$ cat src/rtl/led_color_frame_crc8_packer_top_defines.svh
// Assertion macros used by the LED frame packer back end.
`ifndef LED_COLOR_FRAME_CRC8_PACKER_TOP_DEFINES_SVH
`define LED_COLOR_FRAME_CRC8_PACKER_TOP_DEFINES_SVH

// Same-cycle implication, sampled on clk, masked during reset.
`define LCFP_ASSERT_IMPL(name, pre, post, msg) \
	name: assert property (@(posedge clk) disable iff (!arst_n) (pre) |-> (post)) \
		else $error(msg);

// Next-cycle implication, sampled on clk, masked during reset.
`define LCFP_ASSERT_NEXT(name, pre, post, msg) \
	name: assert property (@(posedge clk) disable iff (!arst_n) (pre) |=> (post)) \
		else $error(msg);

`endif

$ cat src/rtl/lcfp_pkg.sv
// Types, codes and CRC helper for the LED colour frame packer.
package lcfp_pkg;

	localparam int CNT_W  = 4;
	localparam int BYTE_W = 8;
	localparam int POS_W  = 6;
	localparam int QDEPTH = 2;

	localparam logic [1:0] CMD_SET_ONE = 2'd0;
	localparam logic [1:0] CMD_SET_ALL = 2'd1;
	localparam logic [1:0] CMD_EMIT    = 2'd2;

	localparam logic [BYTE_W-1:0] CRC_POLY = 8'h07;
	localparam logic [BYTE_W-1:0] CRC_INIT = 8'h00;
	localparam logic [CNT_W-1:0]  LED_COUNT_RST = 4'd12;

	typedef struct packed {
		logic [1:0]        cmd;
		logic [CNT_W-1:0]  led_index;
		logic [BYTE_W-1:0] red_value;
		logic [BYTE_W-1:0] green_value;
		logic [BYTE_W-1:0] blue_value;
	} req_t;

	typedef struct packed {
		logic [BYTE_W-1:0] frame_byte;
		logic              block_select;
		logic              block_end;
		logic              frame_end;
	} rsp_t;

	// MSB-first CRC-8 over one byte
	function automatic logic [BYTE_W-1:0] crc8_byte(input logic [BYTE_W-1:0] crc,
		input logic [BYTE_W-1:0] data);
		logic [BYTE_W-1:0] c;
		c = crc;
		for (int i = BYTE_W - 1; i >= 0; i--) begin
			if (data[i] ^ c[BYTE_W-1]) begin
				c = {c[BYTE_W-2:0], 1'b0} ^ CRC_POLY;
			end else begin
				c = {c[BYTE_W-2:0], 1'b0};
			end
		end
		return c;
	endfunction

endpackage

$ cat src/rtl/lcfp_front.sv
// Front end: accepts requests and drops those that have no effect.
module lcfp_front
	import lcfp_pkg::*;
(
	input  logic             req_valid,
	output logic             req_ready,
	input  req_t             req,
	input  logic [CNT_W-1:0] leds_in_use,
	input  logic             q_full,
	output logic             q_push,
	output req_t             q_data
);

	logic keep;

	always_comb begin
		case (req.cmd)
			CMD_SET_ONE: keep = req.led_index < leds_in_use;
			CMD_SET_ALL: keep = 1'b1;
			CMD_EMIT:    keep = 1'b1;
			default:     keep = 1'b0;
		endcase
	end

	assign req_ready = !q_full;
	assign q_push    = req_valid && !q_full && keep;
	assign q_data    = req;

endmodule

$ cat src/rtl/lcfp_fifo.sv
// Two-entry command queue between front and back end.
module lcfp_fifo
	import lcfp_pkg::*;
(
	input  logic clk,
	input  logic arst_n,
	input  logic push,
	input  req_t push_data,
	output logic full,
	output logic pop_valid,
	input  logic pop,
	output req_t pop_data
);

	localparam int PW = (QDEPTH > 1) ? $clog2(QDEPTH) : 1;
	localparam int CW = $clog2(QDEPTH + 1);

	req_t          entry_q [QDEPTH];
	logic [PW-1:0] wp_q;
	logic [PW-1:0] rp_q;
	logic [CW-1:0] cnt_q;
	logic          do_push;
	logic          do_pop;

	assign full      = cnt_q == CW'(QDEPTH);
	assign pop_valid = cnt_q != '0;
	assign pop_data  = entry_q[rp_q];
	assign do_push   = push && !full;
	assign do_pop    = pop && pop_valid;

	always_ff @(posedge clk or negedge arst_n) begin
		if (!arst_n) begin
			wp_q  <= '0;
			rp_q  <= '0;
			cnt_q <= '0;
		end else begin
			if (do_push) begin
				wp_q <= (int'(wp_q) == QDEPTH - 1) ? '0 : wp_q + 1'b1;
			end
			if (do_pop) begin
				rp_q <= (int'(rp_q) == QDEPTH - 1) ? '0 : rp_q + 1'b1;
			end
			if (do_push && !do_pop) begin
				cnt_q <= cnt_q + 1'b1;
			end else if (do_pop && !do_push) begin
				cnt_q <= cnt_q - 1'b1;
			end
		end
	end

	always_ff @(posedge clk) begin
		if (do_push) begin
			entry_q[wp_q] <= push_data;
		end
	end

endmodule

$ cat src/rtl/lcfp_back.sv
// Back end: colour store, set-all sweep and frame/CRC streaming.
`include "led_color_frame_crc8_packer_top_defines.svh"
module lcfp_back
	import lcfp_pkg::*;
#(
	parameter int MAX_LEDS    = 12,
	parameter int BLOCK_BYTES = 32
) (
	input  logic             clk,
	input  logic             arst_n,
	input  logic             cfg_valid,
	output logic             cfg_ready,
	input  logic [CNT_W-1:0] cfg_data,
	output logic [CNT_W-1:0] leds_in_use,
	input  logic             q_valid,
	output logic             q_pop,
	input  req_t             q_data,
	output logic             rsp_valid,
	input  logic             rsp_ready,
	output rsp_t             rsp
);

	localparam int LW    = (MAX_LEDS > 1) ? $clog2(MAX_LEDS) : 1;
	localparam int ROW_W = 3 * BYTE_W;

	localparam logic [1:0] ST_IDLE  = 2'd0;
	localparam logic [1:0] ST_SWEEP = 2'd1;
	localparam logic [1:0] ST_EMIT  = 2'd2;

	logic [1:0]        state_q;
	logic [CNT_W-1:0]  count_q;
	logic [CNT_W-1:0]  n;
	logic [POS_W-1:0]  total;
	logic              split;
	logic [LW-1:0]     led_q;
	logic [LW-1:0]     led_d;
	logic [LW-1:0]     sw_q;
	logic [1:0]        comp_q;
	logic [POS_W-1:0]  pos_q;
	logic [BYTE_W-1:0] crc_q;
	logic [ROW_W-1:0]  mem [MAX_LEDS];
	logic [ROW_W-1:0]  rd_q;
	logic              rdv_q;
	logic [MAX_LEDS-1:0] valid_q;
	logic [ROW_W-1:0]  sweep_rgb_q;
	logic              we;
	logic [LW-1:0]     wa;
	logic [ROW_W-1:0]  wd;
	logic [ROW_W-1:0]  row;
	logic [BYTE_W-1:0] cur_byte;
	logic              last;
	logic              adv;
	logic              blk;
	logic              bend;
	rsp_t              rsp_q;
	logic              rsp_valid_q;

	assign cfg_ready   = 1'b1;
	assign n           = (int'(count_q) > MAX_LEDS) ? CNT_W'(MAX_LEDS) : count_q;
	assign leds_in_use = n;
	assign total       = POS_W'({n, 1'b0}) + POS_W'(n) + POS_W'(2);
	assign split       = total > POS_W'(BLOCK_BYTES);
	assign last        = pos_q == total - 1'b1;
	assign adv         = !rsp_valid_q || rsp_ready;
	assign q_pop       = q_valid && (state_q == ST_IDLE);
	assign blk         = split && (pos_q >= POS_W'(BLOCK_BYTES));
	assign bend        = last || (split && (pos_q == POS_W'(BLOCK_BYTES - 1)));
	assign row         = rdv_q ? rd_q : '0;

	always_comb begin
		if (pos_q == '0) begin
			cur_byte = BYTE_W'(n);
		end else if (last) begin
			cur_byte = crc_q;
		end else begin
			case (comp_q)
				2'd0:    cur_byte = row[ROW_W-1 -: BYTE_W];
				2'd1:    cur_byte = row[BYTE_W +: BYTE_W];
				default: cur_byte = row[BYTE_W-1:0];
			endcase
		end
	end

	// store write port
	always_comb begin
		we = 1'b0;
		wa = sw_q;
		wd = sweep_rgb_q;
		if (state_q == ST_SWEEP) begin
			we = 1'b1;
		end else if (q_pop && (q_data.cmd == CMD_SET_ONE)) begin
			we = 1'b1;
			wa = LW'(q_data.led_index);
			wd = {q_data.red_value, q_data.green_value, q_data.blue_value};
		end
	end

	// read address leads led_q so rd_q always holds the current LED's row
	always_comb begin
		led_d = led_q;
		if (q_pop && (q_data.cmd == CMD_EMIT)) begin
			led_d = '0;
		end else if ((state_q == ST_EMIT) && adv && !last && (pos_q != '0) &&
				(comp_q == 2'd2) && (int'(led_q) + 1 < int'(n))) begin
			led_d = led_q + 1'b1;
		end
	end

	always_ff @(posedge clk or negedge arst_n) begin
		if (!arst_n) begin
			state_q     <= ST_IDLE;
			count_q     <= LED_COUNT_RST;
			valid_q     <= '0;
			rsp_valid_q <= 1'b0;
			led_q       <= '0;
			sw_q        <= '0;
			comp_q      <= '0;
			pos_q       <= '0;
			crc_q       <= CRC_INIT;
		end else begin
			led_q <= led_d;
			if (cfg_valid) begin
				count_q <= cfg_data;
			end
			if (we) begin
				valid_q[wa] <= 1'b1;
			end
			if (rsp_valid_q && rsp_ready && !((state_q == ST_EMIT) && adv)) begin
				rsp_valid_q <= 1'b0;
			end
			case (state_q)
				ST_IDLE: begin
					if (q_pop) begin
						case (q_data.cmd)
							CMD_SET_ALL: begin
								if (n != '0) begin
									state_q <= ST_SWEEP;
									sw_q    <= '0;
								end
							end
							CMD_EMIT: begin
								state_q <= ST_EMIT;
								pos_q   <= '0;
								comp_q  <= '0;
								crc_q   <= CRC_INIT;
							end
							default: ;
						endcase
					end
				end
				ST_SWEEP: begin
					if (int'(sw_q) + 1 >= int'(n)) begin
						state_q <= ST_IDLE;
					end else begin
						sw_q <= sw_q + 1'b1;
					end
				end
				ST_EMIT: begin
					if (adv) begin
						rsp_valid_q <= 1'b1;
						pos_q       <= pos_q + 1'b1;
						if (!last) begin
							crc_q <= crc8_byte(crc_q, cur_byte);
						end
						if (!last && (pos_q != '0)) begin
							comp_q <= (comp_q == 2'd2) ? 2'd0 : comp_q + 1'b1;
						end
						if (last) begin
							state_q <= ST_IDLE;
						end
					end
				end
				default: state_q <= ST_IDLE;
			endcase
		end
	end

	always_ff @(posedge clk) begin
		if (q_pop) begin
			sweep_rgb_q <= {q_data.red_value, q_data.green_value, q_data.blue_value};
		end
		if ((state_q == ST_EMIT) && adv) begin
			rsp_q <= '{frame_byte: cur_byte, block_select: blk, block_end: bend,
				frame_end: last};
		end
	end

	always_ff @(posedge clk) begin
		if (we) begin
			mem[wa] <= wd;
		end
		rd_q  <= mem[led_d];
		rdv_q <= valid_q[led_d];
	end

	assign rsp_valid = rsp_valid_q;
	assign rsp       = rsp_q;

	`LCFP_ASSERT_IMPL(a_emit_pos, state_q == ST_EMIT, pos_q < total, "frame position overrun")
	`LCFP_ASSERT_IMPL(a_sweep_idx, state_q == ST_SWEEP, int'(sw_q) < int'(n), "sweep overrun")
	`LCFP_ASSERT_IMPL(a_no_wr_emit, state_q == ST_EMIT, !we, "store written mid-frame")
	`LCFP_ASSERT_NEXT(a_frame_close, (state_q == ST_EMIT) && adv && last,
		(state_q == ST_IDLE) && rsp_valid_q && rsp_q.frame_end, "frame not closed")

endmodule

$ cat src/rtl/led_color_frame_crc8_packer_top.sv
// Top level of the LED colour frame packer with CRC-8.
//
// channel  dir  payload            transfer when
// req      in   req_t              req_valid & req_ready
// rsp      out  rsp_t              rsp_valid & rsp_ready
// cfg      in   led_count (4 bit)  cfg_valid & cfg_ready (always ready)
//
// Set one: written to the store as it is dequeued. Set all: one store row per cycle,
// leds_in_use rows in all. Emit: 3*leds_in_use+2 bytes,
// one per cycle from the output register; rsp stalls hold the stream.
// A two-entry queue lets requests be taken while a frame is streaming.
// Reset clears the store through per-LED valid bits: no clearing pass.
module led_color_frame_crc8_packer_top
	import lcfp_pkg::*;
#(
	parameter int MAX_LEDS    = 12,
	parameter int BLOCK_BYTES = 32
) (
	input  logic             clk,
	input  logic             arst_n,
	input  logic             req_valid,
	output logic             req_ready,
	input  req_t             req,
	output logic             rsp_valid,
	input  logic             rsp_ready,
	output rsp_t             rsp,
	input  logic             cfg_valid,
	output logic             cfg_ready,
	input  logic [CNT_W-1:0] cfg_data
);

	logic             q_full;
	logic             q_push;
	req_t             q_in;
	logic             q_valid;
	logic             q_pop;
	req_t             q_out;
	logic [CNT_W-1:0] leds_in_use;

	lcfp_front u_front (
		.req_valid   (req_valid),
		.req_ready   (req_ready),
		.req         (req),
		.leds_in_use (leds_in_use),
		.q_full      (q_full),
		.q_push      (q_push),
		.q_data      (q_in)
	);

	lcfp_fifo u_fifo (
		.clk       (clk),
		.arst_n    (arst_n),
		.push      (q_push),
		.push_data (q_in),
		.full      (q_full),
		.pop_valid (q_valid),
		.pop       (q_pop),
		.pop_data  (q_out)
	);

	lcfp_back #(
		.MAX_LEDS    (MAX_LEDS),
		.BLOCK_BYTES (BLOCK_BYTES)
	) u_back (
		.clk         (clk),
		.arst_n      (arst_n),
		.cfg_valid   (cfg_valid),
		.cfg_ready   (cfg_ready),
		.cfg_data    (cfg_data),
		.leds_in_use (leds_in_use),
		.q_valid     (q_valid),
		.q_pop       (q_pop),
		.q_data      (q_out),
		.rsp_valid   (rsp_valid),
		.rsp_ready   (rsp_ready),
		.rsp         (rsp)
	);

endmodule
$ cat config.mk
export PLATFORM = sky130hd
export DESIGN_NAME = led_color_frame_crc8_packer_top
export DESIGN_NICKNAME = d
export VERILOG_FILES = /design/src/rtl/lcfp_pkg.sv /design/src/rtl/lcfp_front.sv /design/src/rtl/lcfp_fifo.sv /design/src/rtl/lcfp_back.sv /design/src/rtl/led_color_frame_crc8_packer_top.sv
export VERILOG_INCLUDE_DIRS = /design/src /design/src/rtl
export SDC_FILE = /design/constraint.sdc
export NUM_CORES = 1
export LEC_CHECK = 0
export ABC_AREA = 1
export BUFFER_PORTS_ARGS = -buffer_cell sky130_fd_sc_hd__clkbuf_2
export CORE_ASPECT_RATIO = 1.1
export CORE_UTILIZATION = 35
export DETAILED_ROUTE_END_ITERATION = 7
export SLEW_MARGIN = 20
export SYNTH_ARGS = -nofsm -noshare
export SYNTH_HDL_FRONTEND = slang
export SYNTH_SLANG_ARGS = --single-unit
$ cat constraint.sdc
create_clock -name clk -period 5.05 [get_ports clk]
set_input_delay 1.515 -clock clk [delete_from_list [all_inputs] [get_ports clk]]
set_output_delay 1.515 -clock clk [all_outputs]
set_load 0.02 [all_outputs]
==> metrics.yaml <==
max_freq_mhz: 210
first_iter_violations: 1027
maxCapViolCount: 0
synth_area_um2: 20000
period_minus_slack_ps: 4770
synthFlopType: "edfxtp_1"
finalSetupViolCount: 0
power_frac_comb_pct: 28.2
core_area_um2: 56200
timing.final.ws_setup_ps: 283
die_h_um: 253
critPathMaxFanout: 77
track_usage_pct: 16.8
post-cts-setup-buffers: 0
viasPerCell: 4.91
place_inst: 2663
critPathKind: "register to register"
grtUsageMet3_pct: 3.43
grt_pass1_vias: 13375
status: "finished, final reports clean"
max_slew_margin_pct: 34.6
synth_cells: 1905
placed_cell_area_um2: 21200
final_util_pct: 40.6
cpMostUsedCell: "nand2_1"
num_rows: 91
num_antenna_cells: 0
worst_setup_path_start_kind: "register"
postSynthAreaPerCell_um2: 10.5
switching_share_pct: 34.2
crit_slowest_cell: "dfstp_2"
cts_tree: "done"
clk_pin_slew_ps: 60
routabilityCongestion: 0.832
grt_first_pass_wirelength_um: 75500
busiest_layer: "met2"
fin_cells: 2751
worstPathCellList: "ha_1 > o21ai_4 > nand2_2 > inv_1 > ha_1 > ha_1 > fa_1 > o21ai_0 > nand2_1 > nand2_1 > nand2_1 > nor2_2 > nand2_4 > nand2_2 > inv_2 > nand3_4 > nand3_4 > clkinv_2 > buf_12 > nand2_1 > nand3_1 > nand3_1 > nand3_1 > nand2_1"
antenna_found_initial: 0
synth_cell_types: 46
fin_tns_setup_ps: 0
synth_nets: 1973
grt_use_met1_pct: 21.2
p_int_mw: 8.36
grt_setup_unrepaired: "no"
route.detailed.drc: 0
area_delta_synth_final_pct: 14.1
critPathCaptureType: "register"
ir_drop_uv: 242
async_flop_share_pct: 10.3
yosysSeqAreaShare_pct: 65.9
grt_max_degree: 153
slowest_delay_ps: 570
htreeDepth: 2
worstPathArrival_ps: 5230
drive_above_1_share_pct: 12.1
synth-edff-count: 383
portBuffers: 51
cp.required_ps: 5510
cts_root_buf: "clkbuf_16"
cts.repair.resized: 0
wl_per_cell_um: 17.8
hold_viol: 0
clock_skew_ps: 21.4
synth_seq_cells: 455
yosys_warnings: 0
dr_total_vias: 13513
drt-total-wl_um: 48800
cts_sinks: 455
fin_area_um2: 22800
clk_latency_ps: 590
slew_viol_final: 0
hpwl_um: 29600
grtUsageMet2_pct: 29.0
worstMarginPinSlew_ps: 979
power_switching_mw: 4.35
cts_buffers: 48
io-pin-count: 53
p_per_area_nw_per_um2: 557
p_clk_share_pct: 26.9
grt_overflow_total: 0
fp.dieArea_um2: 58100
drt_first_pass_iters: 5
p_seq_share_pct: 44.9
clock_path_buffers: 3
place_ws_ps: 56.2
total_leakage_power_nw: 9.56
drtAntennaViolNets: 0
timing.final.crit_share_pct: 94.4
start_util_pct: 35.6
holdBufCountCts: 0
die_width_um: 230
nets: 2038
hold_class: "register to register"
[synth_stat cells, types with 3 or more instances]
cell / number / share of area, %
buf_1: 6 / 0.11
inv_1: 284 / 5.3
nor2_2: 3 / 0.094
clkbuf_1: 25 / 0.47
a31oi_1: 3 / 0.094
nand2_4: 4 / 0.23
buf_6: 3 / 0.17
o21ai_0: 40 / 1.0
o211ai_1: 3 / 0.11
ha_1: 28 / 1.8
or2_2: 3 / 0.094
nand2_2: 3 / 0.094
edfxtp_1: 383 / 57
dfxtp_1: 25 / 2.5
o21ai_1: 4 / 0.10
buf_2: 34 / 0.85
nor2_1: 41 / 0.77
nand3_1: 311 / 7.8
buf_4: 8 / 0.30
mux2_2: 29 / 1.6
dfrtp_1: 45 / 5.6
nand2_1: 514 / 9.6
xnor2_1: 3 / 0.13
xor2_1: 9 / 0.39
inv_2: 10 / 0.19
a21oi_1: 21 / 0.53
nand4_1: 30 / 0.94
o31ai_1: 3 / 0.11
nor3_1: 7 / 0.18
[state kept, by name, summed over array words and instances, names as in the netlist, 6 cells and up]
signal	cells
u_back.sweep_rgb_q	24
u_back.pos_q	6
u_back.crc_q	8
u_back.valid_q	12
u_fifo.entry_q	60
u_back.mem	288
u_back.rsp	11
u_back.rd_q	24
[cells by family after synthesis]
kind of cell / count (synthesis) / share of synthesized area [%]
AO/OA/AOI/OAI: 84 / 2.44
XOR/XNOR: 12 / 0.525
adder cells (fa/ha/maj): 29 / 1.85
buffers and inverters: 371 / 7.44
flip-flops: 455 / 65.9
multiplexers: 29 / 1.63
other: 1 / 0.0187
AND/OR/NAND/NOR: 924 / 20.2
[cells in the final DEF, fill, tap and decap left out, drive strengths merged, types with 2 or more instances in the layout]
cell type  count
nor3b          2
clkbuf       115
o21ai         45
ha            28
buf           39
dfxtp         25
nand4         30
nor3           7
a21oi         22
inv          293
xnor2          3
o31ai          3
xor2           9
edfxtp       383
a31o           2
o211ai         5
nand2        521
clkinv        20
mux2          29
nor2          45
clkinvlp       4
bufinv         2
dfrtp         45
a31oi          3
nand3        313
a311oi         2
or2            3
dfstp          2
[stage by stage]
| stage | total power, mW | hold WS [ps] |
|---|---|---|
| after floorplan | 8.05 | 427 |
| after global placement | 9.26 | 441 |
| after detailed placement | 9.36 | 446 |
| after CTS | 12.8 | 459 |
| after global routing | 13.4 | 479 |
| final | 12.7 | 462 |
[worst max-delay path, delay by kind of cell (launching register included)]
| kind | cells | cell delay, ps |
|---|---|---|
| and+or+nand+nor | 14 | 1640 |
| AOI/OAI and AO/OA | 2 | 400 |
| buffers and inverters | 4 | 690 |
| DFF | 1 | 570 |
| adders and majority gates | 4 | 1250 |
[layout make-up]
class / count / area, µm²
flip-flops and latches: 455 / 13200
multi-input cells: 1079 / 5380
clock inverters: 24 / 191
repair buffers: 91 / 684
fillers: 5356 / 33400
well taps: 744 / 931
inverters: 295 / 1110
clock buffers: 63 / 1340
[power by group through the flow]
stage,Combinational [mW],Clock (mW),Sequential (mW)
after detailed placement,3.59,0,5.77
final,3.58,3.42,5.70
after global routing,4.01,3.63,5.76
after floorplan,2.38,0,5.67
after CTS,3.60,3.50,5.70
after global placement,3.51,0,5.75
[layer usage]
layer | vias to the layer above | wire length, µm
met1 | 6574 | 20800
met5 | - | 0
met2 | 383 | 24100
met3 | 83 | 2900
met4 | 0 | 1060
li1 | 6473 | -
[path summary, 6_finish.rpt]
path                                         from           endpoint  cells past startpoint  slack, ps
worst max-delay path            u_back.count_q[2]     u_back.rd_q[6]                     24        280
worst min-delay path            u_back.valid_q[0]  u_back.valid_q[0]                      2        460
worst max register to register  u_back.count_q[2]     u_back.rd_q[6]                     24        280
worst min register to register  u_back.valid_q[0]  u_back.valid_q[0]                      2        460
max in group asynchronous                  arst_n  u_back.valid_q[7]                      2       3300
min in group asynchronous                  arst_n    u_back.pos_q[1]                      1        910
No activity file was read; power rests on OpenSTA's default activity.
